[config.mk]
export PLATFORM = sky130hd
export DESIGN_NAME = timestamped_value_line_parser_core_flat
export DESIGN_NICKNAME = d
export VERILOG_FILES = /design/src/sv/tvlp_pkg.sv /design/src/sv/tvlp_interfaces.sv /design/src/sv/tvlp_parser.sv /design/src/sv/tvlp_result_queue.sv /design/src/sv/timestamped_value_line_parser_core.sv /design/src/flat_wrapper.sv
export VERILOG_INCLUDE_DIRS = /design/src /design/src/sv
export SDC_FILE = /design/constraint.sdc
export NUM_CORES = 1
export LEC_CHECK = 0
export BUFFER_PORTS_ARGS = -buffer_cell sky130_fd_sc_hd__clkbuf_2
export CORE_UTILIZATION = 30
export CTS_CLUSTER_DIAMETER = 50
export DETAILED_ROUTE_END_ITERATION = 6
export MAX_ROUTING_LAYER = met4
export PLACE_DENSITY = 0.51
export RECOVER_POWER = 100
export SLEW_MARGIN = 20
export SYNTH_ARGS = -nofsm -noshare
export SYNTH_HDL_FRONTEND = slang
export SYNTH_SLANG_ARGS = --single-unit
[constraint.sdc]
create_clock -name clk -period 4.8 [get_ports clk]
set_input_delay 0.96 -clock clk [delete_from_list [all_inputs] [get_ports clk]]
set_output_delay 0.96 -clock clk [all_outputs]
set_load 0.03 [all_outputs]
[src/sv/timestamped_value_line_parser_core_defines.svh]
// ----------------------------------------------------------------------------
// Assertion macros for the timestamped value line parser
// Shared property wrappers; all of them sample on clk and are held off
// while rst_n is low.
// ----------------------------------------------------------------------------
`ifndef TIMESTAMPED_VALUE_LINE_PARSER_CORE_DEFINES_SVH
`define TIMESTAMPED_VALUE_LINE_PARSER_CORE_DEFINES_SVH

`ifndef NO_ASSERTIONS
// The consequent must hold in the same cycle as the antecedent.
`define TVLP_ASSERT_NOW(label, ante, cons) \
    label: assert property (@(posedge clk) disable iff (!rst_n) (ante) |-> (cons)) \
        else $error("tvlp assertion failed");
// The consequent must hold in the cycle after the antecedent.
`define TVLP_ASSERT_NEXT(label, ante, cons) \
    label: assert property (@(posedge clk) disable iff (!rst_n) (ante) |=> (cons)) \
        else $error("tvlp assertion failed");
`else
`define TVLP_ASSERT_NOW(label, ante, cons)
`define TVLP_ASSERT_NEXT(label, ante, cons)
`endif

`endif

[src/sv/tvlp_pkg.sv]
// ----------------------------------------------------------------------------
// Timestamped value line parser package
// Types, character codes, status codes and limits shared by the parser files.
// ----------------------------------------------------------------------------
package tvlp_pkg;

    // Default limits, handed down through the top level parameters.
    localparam int MAX_VALUES_DEFAULT       = 16;
    localparam int STAMP_MAX_DIGITS_DEFAULT = 20;
    localparam int VALUE_MAX_DIGITS_DEFAULT = 5;

    localparam logic [4:0] VALUES_EXPECTED_RESET = 5'd16;

    localparam logic [62:0] STAMP_SAT = 63'h7FFF_FFFF_FFFF_FFFF;
    localparam logic [13:0] VALUE_SAT = 14'h3FFF;

    localparam logic [7:0] CH_LBRACKET = 8'h5B;
    localparam logic [7:0] CH_RBRACKET = 8'h5D;
    localparam logic [7:0] CH_COMMA    = 8'h2C;
    localparam logic [7:0] CH_ZERO     = 8'd48;
    localparam logic [7:0] CH_NINE     = 8'd57;

    localparam logic KIND_VALUE  = 1'b0;
    localparam logic KIND_REPORT = 1'b1;

    // Result queue depth; a power of two so the pointers wrap by themselves.
    localparam int QUEUE_DEPTH = 4;

    typedef enum logic [1:0] {
        PH_SEARCH,
        PH_STAMP,
        PH_VALUES,
        PH_SKIP
    } phase_t;

    typedef enum logic [2:0] {
        ST_OK,
        ST_NO_START,
        ST_BAD_STAMP_CHAR,
        ST_STAMP_UNCLOSED,
        ST_BAD_VALUE_CHAR,
        ST_STAMP_TOO_LONG,
        ST_VALUE_TOO_LONG
    } status_t;

    typedef struct packed {
        logic        kind;
        logic [3:0]  value_index;
        logic [13:0] value;
        logic [62:0] timestamp;
        logic [4:0]  value_count;
        logic [2:0]  status;
        logic        last;
    } result_t;

    // What the parser hands to the result queue for one byte.
    typedef struct packed {
        logic [1:0] count;
        result_t    first;
        result_t    second;
    } push_t;

    function automatic result_t make_value(logic [3:0] idx, logic [13:0] val);
        result_t r;
        r             = '0;
        r.kind        = KIND_VALUE;
        r.value_index = idx;
        r.value       = val;
        return r;
    endfunction

    function automatic result_t make_report(logic [62:0] ts, logic [4:0] cnt,
                                            status_t st);
        result_t r;
        r             = '0;
        r.kind        = KIND_REPORT;
        r.timestamp   = ts;
        r.value_count = cnt;
        r.status      = st;
        return r;
    endfunction

endpackage

[src/sv/tvlp_interfaces.sv]
// ----------------------------------------------------------------------------
// Timestamped value line parser channels
// Valid/ready interfaces for the byte input, the result output and the
// configuration write channel.
// ----------------------------------------------------------------------------
interface tvlp_byte_if;
    logic       valid;
    logic       ready;
    logic [7:0] data_byte;
    logic       last_byte;

    modport source (output valid, output data_byte, output last_byte, input ready);
    modport sink (input valid, input data_byte, input last_byte, output ready);
endinterface

interface tvlp_result_if;
    logic        valid;
    logic        ready;
    logic        kind;
    logic [3:0]  value_index;
    logic [13:0] value;
    logic [62:0] timestamp;
    logic [4:0]  value_count;
    logic [2:0]  status;
    logic        last;

    modport source (output valid, output kind, output value_index, output value,
                    output timestamp, output value_count, output status,
                    output last, input ready);
    modport sink (input valid, input kind, input value_index, input value,
                  input timestamp, input value_count, input status,
                  input last, output ready);
endinterface

interface tvlp_cfg_if;
    logic       valid;
    logic       ready;
    logic [4:0] values_expected;

    modport source (output valid, output values_expected, input ready);
    modport sink (input valid, input values_expected, output ready);
endinterface

[src/sv/tvlp_parser.sv]
// ----------------------------------------------------------------------------
// Line parser state machine
// Decodes one byte per fire, updates the parse state and produces up to two
// results for that byte.
// ----------------------------------------------------------------------------
`include "timestamped_value_line_parser_core_defines.svh"

module tvlp_parser #(
    parameter int MAX_VALUES       = tvlp_pkg::MAX_VALUES_DEFAULT,
    parameter int STAMP_MAX_DIGITS = tvlp_pkg::STAMP_MAX_DIGITS_DEFAULT,
    parameter int VALUE_MAX_DIGITS = tvlp_pkg::VALUE_MAX_DIGITS_DEFAULT
) (
    input  logic              clk,
    input  logic              rst_n,
    input  logic              fire,
    input  logic [7:0]        data_byte,
    input  logic              last_byte,
    input  logic [4:0]        values_expected,
    output tvlp_pkg::push_t   push
);

    localparam int SEEN_W = $clog2(MAX_VALUES + 1);
    localparam int CNT_W  = (SEEN_W > 5) ? SEEN_W : 5;
    localparam int SD_W   = $clog2(STAMP_MAX_DIGITS + 1);
    localparam int VD_W   = $clog2(VALUE_MAX_DIGITS + 1);

    tvlp_pkg::phase_t    phase_reg, phase_next;
    logic [62:0]         stamp_accum_reg, stamp_accum_next;
    logic [SD_W-1:0]     stamp_digits_reg, stamp_digits_next;
    logic [13:0]         value_accum_reg, value_accum_next;
    logic [VD_W-1:0]     value_digits_reg, value_digits_next;
    logic [SEEN_W-1:0]   values_seen_reg, values_seen_next;

    logic        is_digit, is_lb, is_rb, is_comma;
    logic [3:0]  digit_val;
    logic [66:0] stamp_wide;
    logic [62:0] stamp_acc_sat;
    logic [17:0] value_wide;
    logic [13:0] value_acc_sat;
    logic [SD_W-1:0]   stamp_digits_inc;
    logic [VD_W-1:0]   value_digits_inc;
    logic              stamp_too_long, value_too_long;
    logic [SEEN_W-1:0] seen_inc;
    logic [CNT_W-1:0]  seen_ext, seen_inc_ext, cfg_ext, expect_val;
    logic              line_full;

    // Character classes.
    assign is_digit  = (data_byte >= tvlp_pkg::CH_ZERO) && (data_byte <= tvlp_pkg::CH_NINE);
    assign is_lb     = (data_byte == tvlp_pkg::CH_LBRACKET);
    assign is_rb     = (data_byte == tvlp_pkg::CH_RBRACKET);
    assign is_comma  = (data_byte == tvlp_pkg::CH_COMMA);
    assign digit_val = data_byte[3:0];

    // Multiply by ten as two shifts; the saturation test is 10*a + d > max.
    assign stamp_wide    = 67'({stamp_accum_reg, 3'b000}) + 67'({stamp_accum_reg, 1'b0})
                         + 67'(digit_val);
    assign stamp_acc_sat = (stamp_wide > 67'(tvlp_pkg::STAMP_SAT))
                         ? tvlp_pkg::STAMP_SAT : stamp_wide[62:0];
    assign value_wide    = 18'({value_accum_reg, 3'b000}) + 18'({value_accum_reg, 1'b0})
                         + 18'(digit_val);
    assign value_acc_sat = (value_wide > 18'(tvlp_pkg::VALUE_SAT))
                         ? tvlp_pkg::VALUE_SAT : value_wide[13:0];

    assign stamp_digits_inc = stamp_digits_reg + SD_W'(1);
    assign value_digits_inc = value_digits_reg + VD_W'(1);
    assign stamp_too_long   = (stamp_digits_inc >= SD_W'(STAMP_MAX_DIGITS));
    assign value_too_long   = (value_digits_inc >= VD_W'(VALUE_MAX_DIGITS));

    // Values per line, clamped into one to MAX_VALUES.
    assign cfg_ext    = CNT_W'(values_expected);
    assign expect_val = (cfg_ext == '0) ? CNT_W'(1)
                      : (cfg_ext > CNT_W'(MAX_VALUES)) ? CNT_W'(MAX_VALUES) : cfg_ext;
    assign seen_inc     = values_seen_reg + SEEN_W'(1);
    assign seen_ext     = CNT_W'(values_seen_reg);
    assign seen_inc_ext = CNT_W'(seen_inc);
    assign line_full    = (seen_inc_ext >= expect_val);

    // Next state.
    always_comb
    begin
        phase_next        = phase_reg;
        stamp_accum_next  = stamp_accum_reg;
        stamp_digits_next = stamp_digits_reg;
        value_accum_next  = value_accum_reg;
        value_digits_next = value_digits_reg;
        values_seen_next  = values_seen_reg;
        unique case (phase_reg) inside
            tvlp_pkg::PH_STAMP:
            begin
                if (is_rb)
                begin
                    phase_next        = tvlp_pkg::PH_VALUES;
                    value_accum_next  = '0;
                    value_digits_next = '0;
                    values_seen_next  = '0;
                end
                else if (is_digit)
                begin
                    stamp_digits_next = stamp_digits_inc;
                    if (stamp_too_long)
                        phase_next = tvlp_pkg::PH_SKIP;
                    else
                        stamp_accum_next = stamp_acc_sat;
                end
                else
                begin
                    phase_next = tvlp_pkg::PH_SKIP;
                end
            end
            tvlp_pkg::PH_VALUES:
            begin
                if (is_digit)
                begin
                    value_digits_next = value_digits_inc;
                    if (value_too_long)
                        phase_next = tvlp_pkg::PH_SKIP;
                    else
                        value_accum_next = value_acc_sat;
                end
                else if (is_comma || is_lb)
                begin
                    values_seen_next  = seen_inc;
                    value_accum_next  = '0;
                    value_digits_next = '0;
                    if (line_full || is_lb || last_byte)
                    begin
                        if (is_lb && !last_byte)
                        begin
                            phase_next        = tvlp_pkg::PH_STAMP;
                            stamp_accum_next  = '0;
                            stamp_digits_next = '0;
                            values_seen_next  = '0;
                        end
                        else
                        begin
                            phase_next = tvlp_pkg::PH_SKIP;
                        end
                    end
                end
                else
                begin
                    phase_next = tvlp_pkg::PH_SKIP;
                end
            end
            tvlp_pkg::PH_SEARCH, tvlp_pkg::PH_SKIP:
            begin
                if (is_lb)
                begin
                    phase_next        = tvlp_pkg::PH_STAMP;
                    stamp_accum_next  = '0;
                    stamp_digits_next = '0;
                    value_accum_next  = '0;
                    value_digits_next = '0;
                    values_seen_next  = '0;
                end
            end
        endcase
        // Every buffer end sends the parser back to looking for a bracket.
        if (last_byte)
            phase_next = tvlp_pkg::PH_SEARCH;
    end

    // Results for the current byte.
    always_comb
    begin
        push = '0;
        unique case (phase_reg) inside
            tvlp_pkg::PH_STAMP:
            begin
                if (is_rb)
                begin
                    if (last_byte)
                    begin
                        push.count = 2'd1;
                        push.first = tvlp_pkg::make_report(stamp_accum_reg, 5'd0,
                                                           tvlp_pkg::ST_OK);
                    end
                end
                else if (is_digit)
                begin
                    if (stamp_too_long)
                    begin
                        push.count = 2'd1;
                        push.first = tvlp_pkg::make_report('0, 5'd0,
                                                           tvlp_pkg::ST_STAMP_TOO_LONG);
                    end
                    else if (last_byte)
                    begin
                        push.count = 2'd1;
                        push.first = tvlp_pkg::make_report('0, 5'd0,
                                                           tvlp_pkg::ST_STAMP_UNCLOSED);
                    end
                end
                else
                begin
                    push.count = 2'd1;
                    push.first = tvlp_pkg::make_report('0, 5'd0,
                                                       tvlp_pkg::ST_BAD_STAMP_CHAR);
                end
            end
            tvlp_pkg::PH_VALUES:
            begin
                if (is_digit)
                begin
                    if (value_too_long)
                    begin
                        push.count = 2'd1;
                        push.first = tvlp_pkg::make_report(stamp_accum_reg, seen_ext[4:0],
                                                           tvlp_pkg::ST_VALUE_TOO_LONG);
                    end
                    else if (last_byte)
                    begin
                        push.count = 2'd1;
                        push.first = tvlp_pkg::make_report(stamp_accum_reg, seen_ext[4:0],
                                                           tvlp_pkg::ST_OK);
                    end
                end
                else if (is_comma || is_lb)
                begin
                    push.count = 2'd1;
                    push.first = tvlp_pkg::make_value(seen_ext[3:0], value_accum_reg);
                    if (line_full || is_lb || last_byte)
                    begin
                        push.count  = 2'd2;
                        push.second = tvlp_pkg::make_report(stamp_accum_reg,
                                                            seen_inc_ext[4:0],
                                                            tvlp_pkg::ST_OK);
                    end
                end
                else
                begin
                    push.count = 2'd1;
                    push.first = tvlp_pkg::make_report(stamp_accum_reg, seen_ext[4:0],
                                                       tvlp_pkg::ST_BAD_VALUE_CHAR);
                end
            end
            tvlp_pkg::PH_SEARCH, tvlp_pkg::PH_SKIP:
            begin
                if (is_lb)
                begin
                    if (last_byte)
                    begin
                        push.count = 2'd1;
                        push.first = tvlp_pkg::make_report('0, 5'd0,
                                                           tvlp_pkg::ST_STAMP_UNCLOSED);
                    end
                end
                else if (last_byte && (phase_reg == tvlp_pkg::PH_SEARCH))
                begin
                    push.count = 2'd1;
                    push.first = tvlp_pkg::make_report('0, 5'd0, tvlp_pkg::ST_NO_START);
                end
            end
        endcase
        push.first.last  = (push.count == 2'd1);
        push.second.last = (push.count == 2'd2);
        if (!fire)
            push.count = 2'd0;
    end

    always_ff @(posedge clk or negedge rst_n)
    begin
        if (!rst_n)
        begin
            phase_reg        <= tvlp_pkg::PH_SEARCH;
            stamp_accum_reg  <= '0;
            stamp_digits_reg <= '0;
            value_accum_reg  <= '0;
            value_digits_reg <= '0;
            values_seen_reg  <= '0;
        end
        else if (fire)
        begin
            phase_reg        <= phase_next;
            stamp_accum_reg  <= stamp_accum_next;
            stamp_digits_reg <= stamp_digits_next;
            value_accum_reg  <= value_accum_next;
            value_digits_reg <= value_digits_next;
            values_seen_reg  <= values_seen_next;
        end
    end

    // A pair of results is always a value followed by the report closing its line.
    `TVLP_ASSERT_NOW(a_pair_order, push.count == 2'd2,
        push.first.kind == tvlp_pkg::KIND_VALUE && push.second.kind == tvlp_pkg::KIND_REPORT)
    // A buffer end always leaves the parser searching.
    `TVLP_ASSERT_NEXT(a_last_to_search, fire && last_byte, phase_reg == tvlp_pkg::PH_SEARCH)
    // The value counter never passes the largest line length.
    `TVLP_ASSERT_NOW(a_seen_bound, 1'b1, CNT_W'(values_seen_reg) <= CNT_W'(MAX_VALUES))

endmodule

[src/sv/tvlp_result_queue.sv]
// ----------------------------------------------------------------------------
// Result queue
// Small register queue that takes up to two results a cycle from the parser
// and hands them out one beat at a time.
// ----------------------------------------------------------------------------
`include "timestamped_value_line_parser_core_defines.svh"

module tvlp_result_queue (
    input  logic                 clk,
    input  logic                 rst_n,
    input  tvlp_pkg::push_t      push,
    output logic                 room,
    tvlp_result_if.source        result_out
);

    localparam int DEPTH = tvlp_pkg::QUEUE_DEPTH;
    localparam int PTR_W = $clog2(DEPTH);
    localparam int CNT_W = $clog2(DEPTH + 1);

    tvlp_pkg::result_t entries [DEPTH];

    logic [PTR_W-1:0] wr_ptr_reg, wr_ptr_next;
    logic [PTR_W-1:0] rd_ptr_reg, rd_ptr_next;
    logic [CNT_W-1:0] count_reg, count_next;
    logic             pop;
    tvlp_pkg::result_t head;

    assign pop  = result_out.valid && result_out.ready;
    // Space for a full pair, so the parser never has to hold a byte halfway.
    assign room = (count_reg <= CNT_W'(DEPTH - 2));

    assign head                   = entries[rd_ptr_reg];
    assign result_out.valid       = (count_reg != '0);
    assign result_out.kind        = head.kind;
    assign result_out.value_index = head.value_index;
    assign result_out.value       = head.value;
    assign result_out.timestamp   = head.timestamp;
    assign result_out.value_count = head.value_count;
    assign result_out.status      = head.status;
    assign result_out.last        = head.last;

    always_comb
    begin
        wr_ptr_next = wr_ptr_reg + PTR_W'(push.count);
        rd_ptr_next = rd_ptr_reg + PTR_W'(pop);
        count_next  = count_reg + CNT_W'(push.count) - CNT_W'(pop);
    end

    always_ff @(posedge clk)
    begin
        if (push.count != 2'd0)
            entries[wr_ptr_reg] <= push.first;
        if (push.count == 2'd2)
            entries[wr_ptr_reg + PTR_W'(1)] <= push.second;
    end

    always_ff @(posedge clk or negedge rst_n)
    begin
        if (!rst_n)
        begin
            wr_ptr_reg <= '0;
            rd_ptr_reg <= '0;
            count_reg  <= '0;
        end
        else
        begin
            wr_ptr_reg <= wr_ptr_next;
            rd_ptr_reg <= rd_ptr_next;
            count_reg  <= count_next;
        end
    end

    // The fill level stays within the queue.
    `TVLP_ASSERT_NOW(a_count_bound, 1'b1, count_reg <= CNT_W'(DEPTH))
    // The fill level moves by exactly the pushes minus the pop.
    `TVLP_ASSERT_NEXT(a_count_track, 1'b1,
        count_reg == $past(count_reg) + CNT_W'($past(push.count)) - CNT_W'($past(pop)))

endmodule

[src/sv/timestamped_value_line_parser_core.sv]
// ----------------------------------------------------------------------------
// Timestamped value line parser core
// Parses a byte stream of "[stamp]v,v,v" lines into value and report results.
// ----------------------------------------------------------------------------
//
//  Channel     Role   Beat carries
//  ---------   ----   ------------------------------------------------------
//  byte_in     sink   data_byte, last_byte
//  result_out  source kind, value_index, value, timestamp, value_count,
//                     status, last
//  cfg         sink   values_expected (always ready)
//
// While the queue has room, one byte per cycle enters the input register; the
// parser decodes it and writes its zero, one or two results into a four-entry
// queue. A byte with two results costs two output beats. The stage advances
// only while the queue has room for a pair, so a stalled output closes
// byte_in.ready once the queue holds more than two results. Reset (rst_n,
// asynchronous, active low): searching, queue empty.
//
module timestamped_value_line_parser_core #(
    parameter int MAX_VALUES       = tvlp_pkg::MAX_VALUES_DEFAULT,
    parameter int STAMP_MAX_DIGITS = tvlp_pkg::STAMP_MAX_DIGITS_DEFAULT,
    parameter int VALUE_MAX_DIGITS = tvlp_pkg::VALUE_MAX_DIGITS_DEFAULT
) (
    input  logic           clk,
    input  logic           rst_n,
    tvlp_byte_if.sink      byte_in,
    tvlp_result_if.source  result_out,
    tvlp_cfg_if.sink       cfg
);

    // Configuration register, reset to sixteen; the host is to write it only while
    // no beat is in flight, which the block itself does not enforce.
    logic [4:0] values_expected_reg;

    // Input register stage.
    logic       stage_valid_reg;
    logic [7:0] stage_byte_reg;
    logic       stage_last_reg;

    logic            queue_room;
    logic            advance;
    logic            take;
    tvlp_pkg::push_t push;

    assign cfg.ready = 1'b1;

    // The staged byte moves into the parser whenever the queue can absorb a
    // pair, and the stage refills in the same cycle.
    assign advance       = stage_valid_reg && queue_room;
    assign byte_in.ready = !stage_valid_reg || advance;
    assign take          = byte_in.valid && byte_in.ready;

    always_ff @(posedge clk or negedge rst_n)
    begin
        if (!rst_n)
            values_expected_reg <= tvlp_pkg::VALUES_EXPECTED_RESET;
        else if (cfg.valid && cfg.ready)
            values_expected_reg <= cfg.values_expected;
    end

    always_ff @(posedge clk or negedge rst_n)
    begin
        if (!rst_n)
            stage_valid_reg <= 1'b0;
        else if (byte_in.ready)
            stage_valid_reg <= byte_in.valid;
    end

    // Payload of the stage needs no reset.
    always_ff @(posedge clk)
    begin
        if (take)
        begin
            stage_byte_reg <= byte_in.data_byte;
            stage_last_reg <= byte_in.last_byte;
        end
    end

    tvlp_parser #(
        .MAX_VALUES       (MAX_VALUES),
        .STAMP_MAX_DIGITS (STAMP_MAX_DIGITS),
        .VALUE_MAX_DIGITS (VALUE_MAX_DIGITS)
    ) u_parser (
        .clk             (clk),
        .rst_n           (rst_n),
        .fire            (advance),
        .data_byte       (stage_byte_reg),
        .last_byte       (stage_last_reg),
        .values_expected (values_expected_reg),
        .push            (push)
    );

    tvlp_result_queue u_queue (
        .clk        (clk),
        .rst_n      (rst_n),
        .push       (push),
        .room       (queue_room),
        .result_out (result_out)
    );

endmodule
[src/flat_wrapper.sv]
// flat-port wrapper written by rule: the top's interface ports become plain ports
module timestamped_value_line_parser_core_flat 
#(
    parameter int MAX_VALUES       = tvlp_pkg::MAX_VALUES_DEFAULT,
    parameter int STAMP_MAX_DIGITS = tvlp_pkg::STAMP_MAX_DIGITS_DEFAULT,
    parameter int VALUE_MAX_DIGITS = tvlp_pkg::VALUE_MAX_DIGITS_DEFAULT
)
  (clk, rst_n, byte_in_valid, byte_in_data_byte, byte_in_last_byte, byte_in_ready, result_out_valid, result_out_kind, result_out_value_index, result_out_value, result_out_timestamp, result_out_value_count, result_out_status, result_out_last, result_out_ready, cfg_valid, cfg_values_expected, cfg_ready);
  tvlp_byte_if byte_in_i ();
  tvlp_result_if result_out_i ();
  tvlp_cfg_if cfg_i ();
  input  logic clk;
  input  logic rst_n;
  input wire logic [$bits(byte_in_i.valid)-1:0] byte_in_valid;
  input wire logic [$bits(byte_in_i.data_byte)-1:0] byte_in_data_byte;
  input wire logic [$bits(byte_in_i.last_byte)-1:0] byte_in_last_byte;
  output wire logic [$bits(byte_in_i.ready)-1:0] byte_in_ready;
  output wire logic [$bits(result_out_i.valid)-1:0] result_out_valid;
  output wire logic [$bits(result_out_i.kind)-1:0] result_out_kind;
  output wire logic [$bits(result_out_i.value_index)-1:0] result_out_value_index;
  output wire logic [$bits(result_out_i.value)-1:0] result_out_value;
  output wire logic [$bits(result_out_i.timestamp)-1:0] result_out_timestamp;
  output wire logic [$bits(result_out_i.value_count)-1:0] result_out_value_count;
  output wire logic [$bits(result_out_i.status)-1:0] result_out_status;
  output wire logic [$bits(result_out_i.last)-1:0] result_out_last;
  input wire logic [$bits(result_out_i.ready)-1:0] result_out_ready;
  input wire logic [$bits(cfg_i.valid)-1:0] cfg_valid;
  input wire logic [$bits(cfg_i.values_expected)-1:0] cfg_values_expected;
  output wire logic [$bits(cfg_i.ready)-1:0] cfg_ready;
  assign byte_in_i.valid = byte_in_valid;
  assign byte_in_i.data_byte = byte_in_data_byte;
  assign byte_in_i.last_byte = byte_in_last_byte;
  assign byte_in_ready = byte_in_i.ready;
  assign result_out_valid = result_out_i.valid;
  assign result_out_kind = result_out_i.kind;
  assign result_out_value_index = result_out_i.value_index;
  assign result_out_value = result_out_i.value;
  assign result_out_timestamp = result_out_i.timestamp;
  assign result_out_value_count = result_out_i.value_count;
  assign result_out_status = result_out_i.status;
  assign result_out_last = result_out_i.last;
  assign result_out_i.ready = result_out_ready;
  assign cfg_i.valid = cfg_valid;
  assign cfg_i.values_expected = cfg_values_expected;
  assign cfg_ready = cfg_i.ready;
  timestamped_value_line_parser_core #(.MAX_VALUES(MAX_VALUES), .STAMP_MAX_DIGITS(STAMP_MAX_DIGITS), .VALUE_MAX_DIGITS(VALUE_MAX_DIGITS)) u_core (.clk(clk), .rst_n(rst_n), .byte_in(byte_in_i), .result_out(result_out_i), .cfg(cfg_i));
endmodule
==> impl_results.md, run 1 <==
- Outcome: finished, violations left
- Failing checks: max-capacitance violations, max-slew violations
- Net Sw Frac: 35.93%
- Endpoints failing hold: 0
- Worst path arrival time: 5020 ps
- Hpwl dp: 48.45 mm
- Leakage: 0.01172 uW
- Max reg flops: approximately 360
- Critical path, cell by cell: inv_1 > fa_1 > inv_1 > ha_1 > a211oi_1 > o21bai_1 > o211a_1 > nor2_1 > o41ai_1 > clkbuf_1 > o31ai_1 > o21ai_1 > xnor2_1 > nand4_4 > buf_12 > o21ai_0 > nand2_1
- Pin count of the biggest net entering global routing: 64
- Die height: slightly below 300 um
- Mapped Area: 26280 um^2
- Cell Int Power: 9172 uW
- Seq/Total Area, Yosys: 49.42%
- Root Buffer: clkbuf_16
- Setup crit end kind: flop
- Worst-Skew Late Latency: about 600 ps
- Psw: 5144 uW
- Syn Area/Cell: 10.91 um^2
- Rows: between 100 and 150
- Worst-case clock skew: 35.90 ps
- Number of setup violations in the final report: 0
- WL/cell: approximately 20 um
- Die Area: roughly 89000 um^2
- Combinational share of power: 28.6%
- Number of DRC markers in iteration 0: 1259
- Routed WL: 74.40 mm
- Port Buf Inserts: 111
- Core ar.: ~87000 um^2
- I/O pin cnt: 113
- Maximum root-to-sink buffer count: 3
- Share of post-route cells with drive strength above 1: 11.89%
- Initial DRT Pass Iterations: 5
- Minimum clock period: 4533 ps
- Post-Synthesis Cells: 2409
- Sequential Power Share: 36.6%
- Gp weighted congestion: 0.8698
- Met1 Use GR: 21.72%
- Maximum clock rate: around 220 MHz
- Setup TNS Final: 0 ps
- Via Count: around 19000
- Max incr delay on CP: around 620 ps
- Total gr overflow: 0
- GR peak layer: met2
- Clock power frac: a little over a third
- First-pass GRT wire length: 116.0 mm
- Ant diodes: 0
- Num CTS Buffers: 70
- DRC: 0
- Least-Margin Pin Slew: 3360 ps
- Via density: 5.100
- Post-CTS Setup Bufs: 0
- Core Util, Final: between 30% and 40%
- Area Growth Syn to Fin: 15.76%
- Fin crit share: between 90% and 100%
- CTS clk-pin slew, worst paths: 60 ps
- Most Frequent Cell on Critical Path: inv_1
- Met2 GRT Util: 28.26%
- Nets@finish: 2701
- Critical Path Start Type: flop
- CTS tree: yes
- All-Layer GR Usage: between 10% and 20%
- Max-Cap Viols: 1
- Post-Syn Nets: roughly 2600
- Async set or reset register ratio after synthesis: 21.97%
- Max VDD drop: 0.0003114 V
- # clock sinks: 478
- Worst-path fanout max: 63
- Vias in the first global route: 19720
- EDFF count, synth: 289
- Met3 usage: roughly 2.6%
- Die width: 298.0 um
- Final antenna-violating net count: 0
- Synth Register Bits: roughly 480
- Crit Path Class: reg2reg
- CTS Hold Buffers Added: 0
- Critical path required time: 5280 ps
- Yosys warnings: 0
- Slew HR: -124.0%
- PostCTS Resize Cnt: 0
- H-tree Lvls: 3
- Unique masters post-synth: 78
- Starting Density: 30.30%
- Worst-path cell with the longest stage delay: fa_1
- Slew Viols, Final: 53
- Initial antenna violation count: 0
- Hold WC Path Type: reg2reg
- RSZ-0062 raised after global routing: no
- Ys flop type: edfxtp_1
- Pwr/cell area: 470.5 nW/um^2
## layer usage
layer | routed length [um] | vias up
li1 | - | 8997
met1 | 33050 | 9401
met2 | 36130 | 432
met3 | 3190 | 141
met4 | 2025 | 0
met5 | 0 | -
## Yosys cell counts (all sizes together) (44+ instances only)
| library cell | instances | area share, % |
|---|---|---|
| o21ai | 160 | 3.0 |
| inv | 47 | 0.67 |
| dfxtp | 84 | 6.4 |
| mux4 | 91 | 7.8 |
| a21oi | 193 | 3.7 |
| nand3 | 74 | 1.4 |
| xnor2 | 47 | 1.6 |
| ha | 170 | 8.1 |
| nand2 | 291 | 4.2 |
| nor2 | 132 | 1.9 |
| edfxtp | 289 | 33 |
| dfrtp | 104 | 9.9 |
| a21o | 44 | 1.3 |
| nor2b | 249 | 5.9 |
| clkbuf | 109 | 1.6 |
## power groups by stage
| stage | Clock (uW) | Combinational, uW | Sequential, uW |
|---|---|---|---|
| 2_1_floorplan | 0 | 2990 | 5080 |
| 3_3_place_gp | 0 | 4300 | 5300 |
| 3_5_place_dp | 0 | 4320 | 5330 |
| 4_1_cts | 5120 | 4340 | 5250 |
| 5_1_grt | 5300 | 4390 | 5310 |
| 6_report | 4990 | 4090 | 5240 |
## final timing paths
path | endpoint | startpoint | slack (ps) | depth (start not counted)
max in group asynchronous | u_core.u_queue.rd_ptr_reg[0] | rst_n | 960 | 1
min reg2reg | u_core.u_queue.entries[0][84] | u_core.u_queue.entries[0][84] | 450 | 2
max | u_core.u_parser.stamp_accum_reg[14] | u_core.u_parser.stamp_accum_reg[0] | 270 | 17
min in group asynchronous | u_core.u_parser.value_accum_reg[6] | rst_n | 1440 | 1
min | u_core.u_queue.entries[0][84] | u_core.u_queue.entries[0][84] | 450 | 2
max reg2reg | u_core.u_parser.stamp_accum_reg[14] | u_core.u_parser.stamp_accum_reg[0] | 270 | 17
## final cells by class
class                   count  area [um^2]
flip-flops and latches    478        13000
inverters                  47        176.4
clock buffers              88         1911
clock inverters            42        396.6
fillers                  8702        56330
repair buffers            160        858.3
multi-input cells        1750        12640
well taps                1155         1445
## worst max-delay path: cells and delay by family (launching register included)
kind	cells	cell delay (ps)
buf+inv	4	510
compound gates	7	1830
simple gates	3	470
xor+xnor	1	290
fa+ha+maj	2	920
flops	1	340
## per-stage QoR
stage / setup slack [ps] / power (uW) / cell area, um^2 / instances / hold slack [ps]
2_1_floorplan: 32.45 / 8064 / 26280 / 2409 / 433.1
6_report: 267.3 / 14320 / 30420 / 3720 / 454.1
4_1_cts: 262.5 / 14710 / 30690 / 3720 / 410.2
3_3_place_gp: 367.5 / 9608 / 28380 / 3590 / 438.9
3_5_place_dp: 271.0 / 9653 / 28380 / 3590 / 446.7
5_1_grt: 30.39 / 14990 / 30420 / 3720 / 475.1
## cells by family (layout without fill, tap and decap cells)
logic type | after synthesis | in the layout | synth area share, %
adders and majority gates | 175 | 175 | 8.474
AOI/OAI and AO/OA | 538 | 538 | 12.30
xor gates and xnor gates | 78 | 78 | 2.599
DFF | 478 | 478 | 49.42
other | 1 | 1 | 0.01427
buffers and inverters | 181 | 337 | 2.809
muxes | 98 | 98 | 8.083
and+or+nand+nor | 860 | 860 | 16.30
## layout by cell type (no fill, tap or decap), types with 7 or more instances in the layout
master / netlist / routed
a31oi_1: 17 / 16
o22ai_1: 14 / 14
nor2b_1: 249 / 249
xor2_1: 31 / 31
dfxtp_1: 84 / 84
and2_1: 8 / 7
clkbuf_1: 109 / 112
dfrtp_1: 104 / 102
xnor2_1: 47 / 47
clkinv_1: 0 / 7
a21oi_1: 189 / 189
nand3_1: 74 / 74
o21a_1: 14 / 14
clkbuf_2: 0 / 24
edfxtp_1: 289 / 289
o21ai_1: 67 / 8
o21bai_1: 19 / 19
nand2b_1: 17 / 17
ha_1: 170 / 170
inv_1: 46 / 46
nand4_1: 25 / 25
clkinvlp_4: 0 / 7
or3_1: 7 / 7
o21ai_0: 93 / 150
nor2_1: 132 / 131
nand2_1: 291 / 287
o31ai_1: 7 / 7
and3_1: 14 / 14
nor3_1: 17 / 16
mux4_2: 91 / 91
a21o_1: 44 / 44
a211oi_1: 13 / 13
clkbuf_8: 0 / 7
clkbuf_16: 0 / 71
inv_6: 0 / 9
buf_4: 1 / 19
or2_2: 8 / 8
(Power assumes the default switching activity.)
==> run 2, diff against run 1 <==
--- a/config.mk
+++ b/config.mk
@@ -11,7 +11,7 @@
 export CTS_CLUSTER_DIAMETER = 50
 export DETAILED_ROUTE_END_ITERATION = 6
 export MAX_ROUTING_LAYER = met4
-export PLACE_DENSITY = 0.51
+export PLACE_DENSITY = 0.57
 export RECOVER_POWER = 100
 export SLEW_MARGIN = 20
 export SYNTH_ARGS = -nofsm -noshare
==> run 2 against run 1 <==
  * Critical endpoint is now result_out_timestamp[26]
  * Routed wire length fell by 7.8%
  * Sequential share of layout area rose by 0.17 points
  * Global-route usage shrank 1.4 points
  * Largest power group unchanged
  * Die area stayed put
  * Clock power shrank 4.6%
  * Clock skew grew 20 ps
  * Design area decreased by 0.43%
  * The flow still finishes with violations (max-capacitance violations, max-slew violations)
  * Setup slack gained 31 ps
==> impl_results.md, run 2 (same netlist as run 1, synthesis figures left out) <==
- Outcome: finished, violations left
- Failing checks: max-capacitance violations, max-slew violations
- Vias in the first global route: around 19000
- Number of DRC markers in iteration 0: between 1000 and 1500
- Critical Path Start Type: flop
- Setup crit end kind: output port
- Worst-case clock skew: 55.46 ps
- Port Buf Inserts: 111
- All-Layer GR Usage: 15.82%
- RSZ-0062 raised after global routing: no
- H-tree Lvls: 2
- Post-CTS Setup Bufs: 0
- WL/cell: ~18 um
- Starting Density: 30.30%
- Hold WC Path Type: reg2reg
- Initial antenna violation count: 0
- Number of setup violations in the final report: 0
- Worst-path cell with the longest stage delay: dfrtp_2
- Max-Cap Viols: 2
- Die width: 298.0 um
- Nets@finish: 2697
- Core ar.: 86750 um^2
- I/O pin cnt: 113
- Max incr delay on CP: 1400 ps
- Total gr overflow: 0
- Die Area: between 80000 and 90000 um^2
- Least-Margin Pin Slew: between 2000 and 3000 ps
- Cell area after layout: about 30000 um^2
- DRC: 0
- Most frequent cells in the layout: nand2_1, edfxtp_1, nor2b_1
- Critical path, cell by cell: clkbuf_4 > mux4_2 > clkbuf_1
- Die height: 298.0 um
- Minimum clock period: 4501 ps
- Via density: 4.988
- Maximum clock rate: 222.2 MHz
- Share of post-route cells with drive strength above 1: ~12%
- Slew HR: -93.60%
- Crit Path Class: reg2out
- PostCTS Resize Cnt: 0
- Pin count of the biggest net entering global routing: 64
- Routed WL: 68.60 mm
- Rows: roughly 110
- Endpoints failing hold: 0
- Max reg flops: 364
- Area Growth Syn to Fin: 15.26%
- Critical path required time: between 3000 and 4000 ps
- Slew Viols, Final: 96
- # clock sinks: 478
- Fin crit share: a little over nine tenths
- Setup TNS Final: 0 ps
- CTS clk-pin slew, worst paths: 60 ps
- Leakage: about 0.012 uW
- Initial DRT Pass Iterations: 7
- Final antenna-violating net count: 0
- Worst-Skew Late Latency: 660 ps
- Total power: 13950 uW
- Area after DPL: 28450 um^2
- First-pass GRT wire length: 108.8 mm
- Pwr/cell area: 460.5 nW/um^2
- Critical path's top delay family: flip-flops
- Num CTS Buffers: 60
- CTS Hold Buffers Added: 0
- Hpwl dp: 46.28 mm
- CTS tree: yes
- Root Buffer: clkbuf_16
- Gp weighted congestion: 0.8771
- Worst-path fanout max: a little under 50
- Maximum root-to-sink buffer count: 3
- Via Count: 18510
- WP buf/inv: 2
- Worst path arrival time: between 3000 and 4000 ps
- Max VDD drop: 0.0002840 V
==> run 2: layout make-up <==
class / instances / area (um^2)
antenna: 1 / 2.502
clock inverter: 36 / 455.4
timing repair buffer: 166 / 903.4
clock buffer: 78 / 1703
multi-input combinational: 1750 / 12620
inverter: 47 / 176.4
sequential: 478 / 12990
tap: 1155 / 1445
fill: 8657 / 56460
==> run 2: path summary, 6_finish.rpt <==
kind	start	endpoint	cells after the start	slack (ps)
hold / removal	u_core.u_queue.entries[3][84]	u_core.u_queue.entries[3][84]	2	450
setup reg to reg	u_core.u_parser.stamp_accum_reg[0]	u_core.u_parser.stamp_accum_reg[39]	15	340
hold reg to reg	u_core.u_queue.entries[3][84]	u_core.u_queue.entries[3][84]	2	450
min in group asynchronous	rst_n	u_core.values_expected_reg[0]	1	1290
max in group asynchronous	rst_n	u_core.u_parser.stamp_accum_reg[62]	2	1470
setup / recovery	u_core.u_queue.rd_ptr_reg[1]	result_out_timestamp[26]	3	300
==> run 2: stage by stage <==
step	hold slack [ps]	setup slack (ps)	std cells	utilization (%)
after floorplan	433.1	32.45	2409	-
after global placement	438.7	407.6	3596	32.80
after detailed placement	445.5	300.3	3596	32.80
after CTS	397.1	296.6	3710	35.28
after global routing	470.5	17.77	3710	34.92
final	451.9	298.6	3711	34.92
==> run 2: power breakdown <==
group          leakage, uW  switching, uW  internal, uW
clock network      0.00105           1890          2860
registers          0.00480            413          4840
logic              0.00584           2610          1330
total               0.0117           4920          9030
==> run 2: tightest hold or removal path: stages, from the launching register on <==
cell and delay, ps:
dfxtp_1 310, nand2_1 50, a21oi_1 50
==> run 2: routing by layer <==
metal | track usage [%] | part of all wire, % | vias up
li1 | - | - | 8978
met1 | 21.03 | 46 | 9090
met2 | 25.42 | 48 | 366
met3 | 2.348 | 4.4 | 75
met4 | 3.565 | 1.6 | 0
met5 | - | 0 | -
==> run 3, diff against run 2 <==
--- a/config.mk
+++ b/config.mk
@@ -11,7 +11,7 @@
 export CTS_CLUSTER_DIAMETER = 50
 export DETAILED_ROUTE_END_ITERATION = 6
 export MAX_ROUTING_LAYER = met4
-export PLACE_DENSITY = 0.57
+export PLACE_DENSITY = 0.56
 export RECOVER_POWER = 100
 export SLEW_MARGIN = 20
 export SYNTH_ARGS = -nofsm -noshare
==> constraint.sdc (replaced) <==
create_clock -name clk -period 5.6 [get_ports clk]
set_input_delay 1.12 -clock clk [delete_from_list [all_inputs] [get_ports clk]]
set_output_delay 1.12 -clock clk [all_outputs]
set_load 0.03 [all_outputs]
==> run 3 against run 2 <==
  * Routed wire length rose by 0.50%
  * The run still ends with max-capacitance violations, max-slew violations left
  * Sequential share of layout area rose by 0.26 points
  * First-iteration DRC count fell by 1.2%
  * Die area did not move
  * Clock power fell by 16%
==> impl_results.md, run 3 (same netlist as run 1, synthesis figures left out) <==
- Ant diodes: 0
- Via density: roughly 5
- Rows: 108
- Number of DRC markers in iteration 0: 1179
- First-pass GRT wire length: ~110 mm
- Die height: 298.0 um
- Setup crit end kind: flop
- CTS Hold Buffers Added: 0
- Outcome: finished, violations left
- Starting Density: 30.30%
- Worst-path cell with the longest stage delay: clkbuf_4
- Hold Crit Start: u_core.u_queue.entries[1][83]
- R2R setup slack: 660 ps
- Worst path arrival time: around 5200 ps
- Core Util, Final: around a third
- Setup crit start: u_core.u_parser.seen_ext[0]
- CTS clk-pin slew, worst paths: 60 ps
- RSZ-0062 raised after global routing: no
- Critical path, cell by cell: ha_1 > nand3_1 > xnor2_1 > ha_1 > inv_1 > o21ai_0 > a21oi_1 > o21ai_0 > nand3_1 > nand2_4 > clkbuf_4
- # clock sinks: 478
- Vias in the first global route: 18600
- Initial antenna violation count: 0
- Leading cell type in the layout, fill and taps excluded: edfxtp_1
- Worst-path fanout max: 37
- Most frequent cells in the layout: edfxtp_1, nand2_1, nor2b_1
- Nets@finish: 2681
- Max-Cap Viols: 2
- Critical path required time: about 5900 ps
- Max incr delay on CP: 620 ps
- Root Buffer: clkbuf_16
- Area Growth Syn to Fin: 14.57%
- Final antenna-violating net count: 0
- Share of post-route cells with drive strength above 1: 11.30%
- Met1 Use GR: 20.91%
- Area of the multi-input gates: 12590 um^2
- Gp weighted congestion: 0.8456
- Die Area: 88800 um^2
- Pin count of the biggest net entering global routing: 71
- Register Area: 12990 um^2
- Die width: ~300 um
- Max VDD drop: 0.0002368 V
- Maximum clock rate: 202.6 MHz
- Worst-Skew Late Latency: 650 ps
- WL/cell: 18.66 um
- H-tree Lvls: 2
- Least-Margin Pin Slew: 2773 ps
- PostCTS Resize Cnt: 0
- CTS tree: yes
- Hpwl dp: 45.09 mm
- Leakage: 0.01158 uW
- Routed WL: 68.94 mm
- Total gr overflow: 0
- Critical Path Start Type: flop
- Maximum root-to-sink buffer count: 3
- Initial DRT Pass Iterations: 6
- Minimum clock period: 4936 ps
- Fill cells: 8712
- Core ar.: roughly 87000 um^2
- Worst R2R Start: u_core.u_parser.seen_ext[0]
- Hold_ws: 450.1 ps
- Failing checks: max-capacitance violations, max-slew violations
- Area after DPL: between 20000 and 30000 um^2
- I/O pin cnt: 113
- Slew Viols, Final: 108
- All-Layer GR Usage: between 10% and 20%
- Met2 GRT Util: 25.67%
- Slew HR: -84.85%
- Cell area after layout: roughly 30000 um^2
- GR peak layer: met2
- Max reg flops: approximately 360
- Post-CTS Setup Bufs: 0
- Fin crit share: 88.13%
- Crit Path Class: reg2reg
- Hold WC Path Type: reg2reg
- DRC: 0
- Setup TNS Final: 0 ps
- Port Buf Inserts: 111
- Via Count: 18550
- Met3 usage: 2.516%
- Num CTS Buffers: between 60 and 70
- Number of setup violations in the final report: 0
- Pwr/cell area: 393.7 nW/um^2
- Worst-case clock skew: 46.92 ps
- Endpoints failing hold: 0
[run 3: path summary, 6_finish.rpt]
check / to / cells past startpoint
min in group asynchronous: u_core.values_expected_reg[2] / 1
max in group asynchronous: u_core.u_parser.stamp_accum_reg[26] / 2
worst max-delay path: u_core.u_queue.entries[2][48] / 11
worst max register to register: u_core.u_queue.entries[2][48] / 11
worst min register to register: u_core.u_queue.entries[1][83] / 2
worst min-delay path: u_core.u_queue.entries[1][83] / 2
[run 3: worst max-delay path, delay by kind of cell (launching register included)]
kind | cells | cell delay (ps)
flip-flops | 1 | 610
AND/OR/NAND/NOR | 3 | 1130
XOR/XNOR | 1 | 200
buffers and inverters | 2 | 650
adder cells (fa/ha/maj) | 2 | 740
AO/OA/AOI/OAI | 3 | 1160
[run 3: cell type report]
class                           instances  share of cell area, %
Clock inverter                         30                 0.9723
Timing Repair Buffer                  149                  2.489
Tap cell                             1155                  4.799
Clock buffer                           85                  6.191
Sequential cell                       478                  43.15
Inverter                               47                 0.5859
Multi-Input combinational cell       1750                  41.81
[run 3: metal layers]
metal	up-vias	part of all wire (%)
met5	-	0
met4	0	1.8
met3	78	4.9
met2	394	47
met1	9139	46
li1	8942	-
[run 3: power breakdown]
group / internal [uW] / switching [uW]
registers: 4160 / 299
logic: 1120 / 2290
clock network: 2360 / 1620
total: 7650 / 4210
[run 3: through the flow]
step | instances | setup WS (ps) | power [uW]
2_1_floorplan | 2409 | 832.5 | 6931
3_3_place_gp | 3579 | 1020 | 8147
3_5_place_dp | 3579 | 906.0 | 8150
4_1_cts | 3694 | 906.4 | 12180
5_1_grt | 3694 | 303.4 | 12420
6_report | 3694 | 664.5 | 11860
